[config.mk]
export PLATFORM = sky130hd
export DESIGN_NAME = sorted_priority_queue
export DESIGN_NICKNAME = d
export VERILOG_FILES = /design/src/hdl/spq_pkg.sv /design/src/hdl/spq_ram.sv /design/src/hdl/sorted_priority_queue.sv
export SDC_FILE = /design/constraint.sdc
export NUM_CORES = 1
export LEC_CHECK = 0
export ABC_AREA = 1
export ABC_CLOCK_PERIOD_IN_PS = 6100
export BUFFER_PORTS_ARGS = -buffer_cell sky130_fd_sc_hd__buf_2
export CELL_PAD_IN_SITES_DETAIL_PLACEMENT = 0
export CELL_PAD_IN_SITES_GLOBAL_PLACEMENT = 2
export CORE_MARGIN = 2
export CORE_UTILIZATION = 35
export CTS_BUF_LIST = sky130_fd_sc_hd__clkbuf_16
export DETAILED_ROUTE_END_ITERATION = 10
export PLACE_DENSITY = 0.72
export SETUP_SLACK_MARGIN = 0.02
export SYNTH_ARGS = -nofsm -noshare
export SYNTH_HDL_FRONTEND = slang
export SYNTH_SLANG_ARGS = --single-unit
[constraint.sdc]
create_clock -name clk_i -period 6.1 [get_ports clk_i]
set_input_delay 0.915 -clock clk_i [delete_from_list [all_inputs] [get_ports clk_i]]
set_output_delay 0.915 -clock clk_i [all_outputs]
set_load 0.01 [all_outputs]
[src/hdl/spq_pkg.sv]
// ----------------------------------------------------------------------------
// spq_pkg
// Shared constants and codes for the sorted priority queue.
// ----------------------------------------------------------------------------
`default_nettype none

package spq_pkg;

  localparam int unsigned DepthDefault = 8;
  localparam int unsigned ValueW       = 32;
  localparam int unsigned CountOutW    = 4;
  localparam int unsigned StatusW      = 2;
  localparam int unsigned OutDataW     = 40;

  localparam logic MODE_INSERT = 1'b0;
  localparam logic MODE_DELETE = 1'b1;

  typedef enum logic [StatusW-1:0] {
    ST_DONE  = 2'd0,
    ST_FULL  = 2'd1,
    ST_EMPTY = 2'd2
  } status_e;

endpackage

`default_nettype wire

[src/hdl/spq_ram.sv]
// ----------------------------------------------------------------------------
// spq_ram
// Simple dual-port storage array, one write and one registered read a cycle.
// ----------------------------------------------------------------------------
`default_nettype none

module spq_ram import spq_pkg::*; #(
  parameter int unsigned DEPTH = DepthDefault,
  parameter int unsigned AW    = (DEPTH > 1) ? $clog2(DEPTH) : 1
) (
  input  wire logic                     clk_i,
  input  wire logic                     wr_en_i,
  input  wire logic [AW-1:0]            wr_addr_i,
  input  wire logic signed [ValueW-1:0] wr_data_i,
  input  wire logic [AW-1:0]            rd_addr_i,
  output logic signed [ValueW-1:0]      rd_data_o
);

  logic signed [ValueW-1:0] mem_q [DEPTH];

  always_ff @(posedge clk_i) begin
    if (wr_en_i) begin
      mem_q[wr_addr_i] <= wr_data_i;
    end
    rd_data_o <= mem_q[rd_addr_i];
  end

endmodule

`default_nettype wire

[src/hdl/sorted_priority_queue.sv]
// ----------------------------------------------------------------------------
// sorted_priority_queue
// Ascending store of signed values with insert and delete-minimum.
// ----------------------------------------------------------------------------
// Input beats carry the operation in tuser (0 insert, 1 delete smallest) and
// the value in tdata. Every input beat yields exactly one output beat with a
// status, the removed value (zero unless a delete succeeded) and the count
// after the operation.
// Items are handled one at a time; the storage array has a single read and a
// single write port, and entries move one slot per cycle:
//   insert into n entries: written straight into slot 0 when empty, otherwise
//   larger entries shift up one slot from the tail until the value's place,
//   delete from n entries: head read, the rest shift down; full or empty: no move.
// The result sits in an output register; while it waits for the receiver a
// new item is accepted and worked on, and its result holds until the output
// register frees. Reset empties the queue (count to zero); stored entries
// are not cleared and are never used before being written.
// ----------------------------------------------------------------------------
`default_nettype none

module sorted_priority_queue import spq_pkg::*; #(
  parameter int unsigned DEPTH = DepthDefault
) (
  input  wire logic                clk_i,
  input  wire logic                rst_ni,
  input  wire logic                s_axis_tvalid_i,
  output logic                     s_axis_tready_o,
  input  wire logic [ValueW-1:0]   s_axis_tdata_i,   // [31:0] value
  input  wire logic                s_axis_tuser_i,   // [0] mode
  output logic                     m_axis_tvalid_o,
  input  wire logic                m_axis_tready_i,
  output logic [OutDataW-1:0]      m_axis_tdata_o    // [1:0] status, [33:2] removed_value,
                                                     // [37:34] count_after, [39:38] zero
);

  localparam int unsigned AW = (DEPTH > 1) ? $clog2(DEPTH) : 1;
  localparam int unsigned CW = $clog2(DEPTH + 1);

  typedef enum logic [2:0] {
    S_IDLE,
    S_INS,
    S_INS_LAST,
    S_DEL_HEAD,
    S_DEL,
    S_FIN
  } state_e;

  state_e                   state_q, state_d;
  logic [CW-1:0]            count_q, count_d;
  logic [AW-1:0]            idx_q, idx_d;
  logic signed [ValueW-1:0] val_q, val_d;
  status_e                  res_st_q, res_st_d;
  logic signed [ValueW-1:0] res_rem_q, res_rem_d;
  logic                     m_valid_q, m_valid_d;
  logic [OutDataW-1:0]      m_data_q, m_data_d;

  logic                     wr_en;
  logic [AW-1:0]            wr_addr;
  logic signed [ValueW-1:0] wr_data;
  logic [AW-1:0]            rd_addr;
  logic signed [ValueW-1:0] rd_data;
  logic                     in_fire;

  spq_ram #(
    .DEPTH (DEPTH),
    .AW    (AW)
  ) u_ram (
    .clk_i     (clk_i),
    .wr_en_i   (wr_en),
    .wr_addr_i (wr_addr),
    .wr_data_i (wr_data),
    .rd_addr_i (rd_addr),
    .rd_data_o (rd_data)
  );

  assign s_axis_tready_o = (state_q == S_IDLE);
  assign in_fire         = s_axis_tvalid_i && s_axis_tready_o;
  assign m_axis_tvalid_o = m_valid_q;
  assign m_axis_tdata_o  = m_data_q;

  always_comb begin
    state_d   = state_q;
    count_d   = count_q;
    idx_d     = idx_q;
    val_d     = val_q;
    res_st_d  = res_st_q;
    res_rem_d = res_rem_q;
    m_valid_d = m_valid_q;
    m_data_d  = m_data_q;
    wr_en     = 1'b0;
    wr_addr   = '0;
    wr_data   = val_q;
    rd_addr   = idx_q;

    if (m_valid_q && m_axis_tready_i) begin
      m_valid_d = 1'b0;
    end

    case (state_q)
      S_IDLE: begin
        if (in_fire) begin
          val_d     = s_axis_tdata_i;
          res_rem_d = '0;
          res_st_d  = ST_DONE;
          state_d   = S_FIN;
          if (s_axis_tuser_i == MODE_INSERT) begin
            if (count_q == CW'(DEPTH)) begin
              res_st_d = ST_FULL;
            end else begin
              count_d = count_q + 1'b1;
              if (count_q == '0) begin
                wr_en   = 1'b1;
                wr_addr = '0;
                wr_data = s_axis_tdata_i;
              end else begin
                rd_addr = AW'(count_q - 1'b1);
                idx_d   = AW'(count_q - 1'b1);
                state_d = S_INS;
              end
            end
          end else begin
            if (count_q == '0) begin
              res_st_d = ST_EMPTY;
            end else begin
              count_d = count_q - 1'b1;
              rd_addr = '0;
              state_d = S_DEL_HEAD;
            end
          end
        end
      end
      S_INS: begin
        wr_en   = 1'b1;
        wr_addr = idx_q + 1'b1;
        if (rd_data >= val_q) begin
          wr_data = rd_data;
          if (idx_q == '0) begin
            state_d = S_INS_LAST;
          end else begin
            rd_addr = idx_q - 1'b1;
            idx_d   = idx_q - 1'b1;
          end
        end else begin
          wr_data = val_q;
          state_d = S_FIN;
        end
      end
      S_INS_LAST: begin
        wr_en   = 1'b1;
        wr_addr = '0;
        wr_data = val_q;
        state_d = S_FIN;
      end
      S_DEL_HEAD: begin
        res_rem_d = rd_data;
        if (count_q == '0) begin
          state_d = S_FIN;
        end else begin
          rd_addr = AW'(1);
          idx_d   = AW'(1);
          state_d = S_DEL;
        end
      end
      S_DEL: begin
        wr_en   = 1'b1;
        wr_addr = idx_q - 1'b1;
        wr_data = rd_data;
        if (idx_q == AW'(count_q)) begin
          state_d = S_FIN;
        end else begin
          rd_addr = idx_q + 1'b1;
          idx_d   = idx_q + 1'b1;
        end
      end
      S_FIN: begin
        if (!m_valid_q || m_axis_tready_i) begin
          m_valid_d = 1'b1;
          m_data_d  = {2'b00, CountOutW'(count_q), res_rem_q, res_st_q};
          state_d   = S_IDLE;
        end
      end
      default: begin
        state_d = S_IDLE;
      end
    endcase
  end

  always_ff @(posedge clk_i or negedge rst_ni) begin
    if (!rst_ni) begin
      state_q   <= S_IDLE;
      count_q   <= '0;
      m_valid_q <= 1'b0;
    end else begin
      state_q   <= state_d;
      count_q   <= count_d;
      m_valid_q <= m_valid_d;
    end
  end

  always_ff @(posedge clk_i) begin
    idx_q     <= idx_d;
    val_q     <= val_d;
    res_st_q  <= res_st_d;
    res_rem_q <= res_rem_d;
    m_data_q  <= m_data_d;
  end

  a_count_bound : assert property (@(posedge clk_i) disable iff (!rst_ni)
    count_q <= CW'(DEPTH))
    else $error("entry count above capacity");

  a_insert_count : assert property (@(posedge clk_i) disable iff (!rst_ni)
    in_fire && s_axis_tuser_i == MODE_INSERT && count_q != CW'(DEPTH)
    |=> count_q == $past(count_q) + 1'b1)
    else $error("insert did not grow the count");

  a_delete_count : assert property (@(posedge clk_i) disable iff (!rst_ni)
    in_fire && s_axis_tuser_i == MODE_DELETE && count_q != '0
    |=> count_q == $past(count_q) - 1'b1)
    else $error("delete did not shrink the count");

  a_write_in_range : assert property (@(posedge clk_i) disable iff (!rst_ni)
    wr_en |-> (wr_addr < AW'(DEPTH - 1) || wr_addr == AW'(DEPTH - 1)))
    else $error("write outside storage");

  a_result_holds : assert property (@(posedge clk_i) disable iff (!rst_ni)
    state_q == S_FIN && m_valid_q && !m_axis_tready_i |=> state_q == S_FIN)
    else $error("result dropped while output stalled");

endmodule

`default_nettype wire
# --- After elaboration in Yosys (flattened, before gate mapping) ---
# Memories as Yosys holds them, arrays and structs flattened. A register that Yosys moved wholly into a read port is not among the register bits.
# Index checks and enable logic that the tools add are counted.
totals:
  memories: 1
  reg_bits: 115
  ramBits: 256
memory_table:
  columns: ["name", "depth", "width", "rd", "rd_ports_with_merged_regs", "wr", "line", "rtl"]
  rows:
  - ["u_ram.mem_q", 8, 32, 1, 1, 1, "spq_ram.sv:19", "logic signed [ValueW-1:0] mem_q [DEPTH];"]
classes:
  magnitude_cmp: 1
  mux: 49
  reduce_logical: 16
  addsub: 4
  eq_ne: 14
ops:
  columns: ["operator", "count"]
  rows:
  - ["2-to-1 mux 32 bit", 6]
  - ["case mux 32 bit (3 select lines)", 1]
  - ["case mux 32 bit (2 select lines)", 1]
  - ["2-to-1 mux 3 bit", 20]
  - ["greater-or-equal comparator 32 bit", 1]
  - ["case mux 3 bit (4 select lines)", 2]
  - ["case mux 3 bit (6 select lines)", 1]
  - ["2-to-1 mux 4 bit", 3]
  - ["2-to-1 mux 1 bit", 11]
  - ["!= test 2 bit (second input constant)", 5]
  - ["AND reduction 4 bit", 2]
  - ["== test 3 x 2 -> 1 bit (second input constant)", 2]
  - ["== test 3 bit (second input constant)", 2]
  - ["zero test 3 bit", 2]
  - ["case mux 3 bit (2 select lines)", 1]
  - ["AND reduction 2 bit", 3]
  - ["adder 4 x 1 -> 4 bit (second input constant)", 1]
  - ["== test 4 bit (second input constant)", 1]
  - ["zero test 4 bit", 1]
  - ["2-to-1 mux 2 bit", 2]
  - ["nonzero test 4 bit", 1]
  - ["subtractor 4 x 1 -> 4 bit (second input constant)", 1]
  - ["adder 3 x 1 -> 3 bit (second input constant)", 1]
  - ["== test 3 x 1 -> 1 bit (second input constant)", 1]
  - ["11 further kinds", 12]

# --- Depth between registers and ports, before layout ---
depth:
  depth_word: 8
  ltp_mapped: 25
  depth_no_buf: 23

# --- Cells and area by module ---
# From an unflattened synthesis, not the netlist that was laid out.
unflattened:
  cells_unflattened: 1839
  area_unflattened_um2: 18504.0
by_module_without_submodules:
  columns: ["module", "area_each_um2", "cells_per_inst", "n_inst"]
  rows:
  - ["spq_ram", 11872.6, 1156, 1]
  - ["sorted_priority_queue", 6631.4, 683, 1]

# --- Worst setup path after synthesis ---
# Ideal clock, no wire load.
synth_timing:
  kind: "flip-flop to flip-flop"
  start: "register count_q[0]"
  end: "memory u_ram.mem_q[0][0] (enable)"
  setup_time_ns: 0.480
  n_path_buf: 1
  arrival_ns: 4.264
  path_stages_with_launch: 12
  path_slack_ns: 1.356
  synth_period_minus_slack_ns: 4.744
  path_cell_list: "dfrtp_1 inv_1 ha_1 inv_1 nor2_1 inv_1 nor2_1 inv_2 nor3_2 inv_1 clkbuf_1 a311oi_1"
synth_via:
  elab_chain_len: 8
  elab_cells_between_ends: 9
  classes_between: "eq/ne: 1; mux: 7; reduce/logical: 1"
synth_rtl:
  columns: ["item", "line", "rtl"]
  rows:
  - ["start: declaration", "sorted_priority_queue.sv:49", "logic [CW-1:0] count_q, count_d;"]
  - ["start signal: assignment", "sorted_priority_queue.sv:195", "count_q <= count_d;"]
  - ["zero test 4 bit", "sorted_priority_queue.sv:111", "if (count_q == '0) begin"]
  - ["2-to-1 mux 1 bit", "sorted_priority_queue.sv:111", null]
  - ["2-to-1 mux 1 bit *", "sorted_priority_queue.sv:107", "if (count_q == CW'(DEPTH)) begin"]
  - ["2-to-1 mux 1 bit *", "sorted_priority_queue.sv:106", "if (s_axis_tuser_i == MODE_INSERT) begin"]
  - ["2-to-1 mux 1 bit *", "sorted_priority_queue.sv:101", "if (in_fire) begin"]
  - ["case mux 1 bit (2 select lines) *", "sorted_priority_queue.sv:99", "case (state_q)"]
  - ["2-to-1 mux 1 bit *", "spq_ram.sv:22", "if (wr_en_i) begin"]
  - ["2-to-1 mux 1 bit (not written as such) *", "spq_ram.sv:23", "mem_q[wr_addr_i] <= wr_data_i;"]
  - ["end: declaration", "spq_ram.sv:19", null]
# Every way passes the cells marked *; elsewhere a longest branch is shown, timed or not.

# --- Worst setup path in the final report ---
layout_timing:
  start: "register count_q[0]"
  end: "memory u_ram.mem_q[1][30] (data pin)"
layout_via:
  elab_chain_len: 6
  elab_cells_between_ends: 7
  classes_between: "eq/ne: 1; mux: 5; reduce/logical: 1"
layout_rtl:
  columns: ["item", "line", "rtl"]
  rows:
  - ["zero test 4 bit", "sorted_priority_queue.sv:111", null]
  - ["2-to-1 mux 32 bit", "sorted_priority_queue.sv:111", null]
  - ["2-to-1 mux 32 bit *", "sorted_priority_queue.sv:107", null]
  - ["2-to-1 mux 32 bit *", "sorted_priority_queue.sv:106", null]
  - ["2-to-1 mux 32 bit *", "sorted_priority_queue.sv:101", null]
  - ["case mux 32 bit (3 select lines) *", "sorted_priority_queue.sv:99", null]
  - ["via u_ram.wr_data_i[30]", "spq_ram.sv:14", "input wire logic signed [ValueW-1:0] wr_data_i,"]
# Mark *: on every way through the listed nets, which the timed path passes. The rest lies on a longest branch.

==> results.json <==
{
  "area_growth_pct": 12.9,
  "cp_max_fo": 35,
  "firstDrtPassIters": 5,
  "grt_pass1_vias": 10800,
  "wl_microns": 43800,
  "avgSynthCellArea_sq_um": 11.7,
  "reg2reg_from": "count_q[0]$_DFFE_PN0P_",
  "pin_count": 79,
  "antenna_found_initial": 1,
  "cts_resized": 0,
  "cp.required_ns": 6.19,
  "io_buffers": 76,
  "start_kind": "flip-flop",
  "hp-class": "input port to async pin",
  "status": "finished clean",
  "drt.antenna.violating_nets": 0,
  "dp_slack_ns": 1.87,
  "synthArstFlopShare_pct": 1.99,
  "row_count": 81,
  "endpoint_kind": "flip-flop",
  "fin_crit_sh_pct": 68.9,
  "avgViaCountPerCell": 5.12,
  "synth-main-ff-cell": "edfxtp_1",
  "drive_above_1_share_pct": 12.2,
  "diodes": 0,
  "die_y_microns": 225,
  "drt_iter0_drc": 980,
  "rsz0062_at_grt": "no",
  "holdBufCountCts": 0,
  "place_area_sq_um": 18100,
  "max_freq_mhz": 238,
  "final_max_slew_viol_count": 0,
  "stdcell_area_sq_um": 19400,
  "slew_headroom_pct": 26.3,
  "r2r_cells": 12,
  "wl_per_cell_microns": 20.1,
  "setup_viol": 0,
  "reg2reg_to": "u_ram.mem_q[1][30]$_DFFE_PP_",
  "skew_ns": 0.0216,
  "globalRouteOverflowTotal": 0,
  "setup_slack_ns": 1.90,
  "multi_input_area_sq_um": 4600,
  "core_sq_um": 48600,
  "hpwl_microns": 26100,
  "gp_congestion": 0.801,
  "cp-endpoint": "u_ram.mem_q[1][30]$_DFFE_PP_",
  "cts.sinks": 403,
  "fin_setup_tns_ns": 0,
  "finalNonFillerCells": 2181,
  "num_vias": 11200,
  "grt_use_total_pct": 17.4,
  "dieArea_sq_um": 50800,
  "critical_path_class": "flip-flop to flip-flop",
  "seq_area_frac_synth_pct": 68.4,
  "hold_viol_final": 0,
  "grt_pass1_wl_microns": 66600,
  "critPathLaunch": "count_q[0]$_DFFE_PN0P_",
  "h-tree-depth": 2,
  "synth_edf_count": 363,
  "post-route-min-period_ns": 4.20,
  "clk_latency_ns": 0.55,
  "ys_top_cells_by_count": "edfxtp_1, nand3_1, nand2_1",
  "synth_top_area_share_pct": 63.5,
  "seq_area_sq_um": 11700,
  "drc": 0,
  "clockBufferDepth": 3,
  "yosysMostFrequentCell": "edfxtp_1",
  "die_w_microns": 225,
  "dp.cells": 2104,
  "ys_ff_latch": 403,
  "drv_cap": 0,
  "numCtsBuffers": 42,
  "clk_pin_slew_ns": 0.06,
  "cts_tree": "done",
  "nNetsFinal": 1600,
  "synth_area_leaders": "edfxtp_1, nand3_1, nand2_1",
  "rrSetupSlack_ns": 1.90,
  "syn_inst": 1465,
  "nFillCells": 4630,
  "cts-root-buf": "clkbuf_16",
  "worstPathArrival_ns": 4.30,
  "start_util_pct": 35.3,
  "yosys_warnings": 0,
  "cts_setup_buffers": 0,
  "grt_max_degree": 97,
  "synth_top_cell_by_area": "edfxtp_1",
  "worst-slew-pin-transition_ns": 1.10,
  "synth_area_sq_um": 17200,
  "synth.distinct_cells": 44
}
==> through the flow <==
step           utilization, %  hold WS (ns)
3_5_place_dp             37.2         0.405
4_1_cts                  39.9         0.195
5_1_grt                  39.9         0.208
2_1_floorplan               -         0.400
3_3_place_gp             37.2         0.401
6_report                 39.9         0.214
==> critical path, cell delays in order, from the launching register on <==
cell	delay (ns)
dfrtp_1	0.46
inv_1	0.11
ha_1	0.18
inv_1	0.06
nor2_1	0.23
inv_1	0.10
nor2_1	0.16
inv_2	0.10
nor3_2	0.39
clkinv_1	0.76
buf_4	0.51
o21ai_0	0.19
o221ai_1	0.48
==> sequential cells by signal, summed over array words and instances, names as in the netlist, 3 cells and up <==
signal / count
count_q: 4
idx_q: 3
m_axis_tdata_o: 38
res_rem_q: 32
state_q: 3
u_ram.mem_q: 256
u_ram.rd_data_o: 32
val_q: 32
==> cell usage in the layout, fill, tap and decap left out, drive strengths merged, types with 2 or more instances in the layout <==
| master | instances |
|---|---|
| xor2 | 5 |
| nor3 | 5 |
| nand4 | 6 |
| o22ai | 3 |
| nand2 | 233 |
| inv | 134 |
| buf | 99 |
| a21oi | 45 |
| ha | 37 |
| mux2 | 2 |
| nor2 | 80 |
| clkbuf | 43 |
| dfxtp | 32 |
| o211ai | 4 |
| o21ai | 55 |
| nor4 | 3 |
| conb | 2 |
| a2bb2oi | 5 |
| nand3 | 336 |
| edfxtp | 363 |
| bufinv | 2 |
| o221ai | 31 |
| xnor2 | 3 |
| o21a | 2 |
| clkinv | 15 |
| dfrtp | 8 |
==> final cells by class <==
class,instances,share of cell area (%)
flip-flops and latches,403,60.5
multi-input cells,862,23.7
clock buffers,43,5.55
well taps,622,4.01
repair buffers,99,2.85
inverters,118,2.28
clock inverters,34,1.03
==> how the worst min path moves through the flow <==
| stage | depth (start not counted) | start | endpoint |
|---|---|---|---|
| 2_1_floorplan | 0 | res_st_q[0]$_SDFFCE_PP0P_ | m_axis_tdata_o[0]$_DFFE_PP_ |
| 3_3_place_gp | 0 | res_rem_q[16]$_SDFFCE_PN0P_ | m_axis_tdata_o[18]$_DFFE_PP_ |
| 3_5_place_dp | 0 | res_rem_q[14]$_SDFFCE_PN0P_ | m_axis_tdata_o[16]$_DFFE_PP_ |
| 4_1_cts | 1 | rst_ni | state_q[2]$_DFFE_PN0P_ |
| 5_1_grt | 1 | rst_ni | state_q[2]$_DFFE_PN0P_ |
| 6_report | 1 | rst_ni | state_q[2]$_DFFE_PN0P_ |
==> layer usage <==
| layer | routed length, microns | track usage [%] |
|---|---|---|
| met1 | 20900 | 25.3 |
| met2 | 19600 | 27.1 |
| met3 | 2290 | 2.50 |
| met4 | 1000 | 5.08 |
| met5 | 0 | 0 |
==> kinds of logic after synthesis <==
logic type	Yosys count	share of synthesized area [%]
adders and majority gates	37	2.70
xor gates and xnor gates	8	0.408
AOI/OAI and AO/OA	150	5.44
buffers and inverters	201	5.49
muxes	2	0.131
DFF	403	68.4
and+or+nand+nor	663	17.4
other	1	0.0218
Power is not shown: default switching activity piles up to over one toggle a cycle in this logic, so the estimate is an artifact.
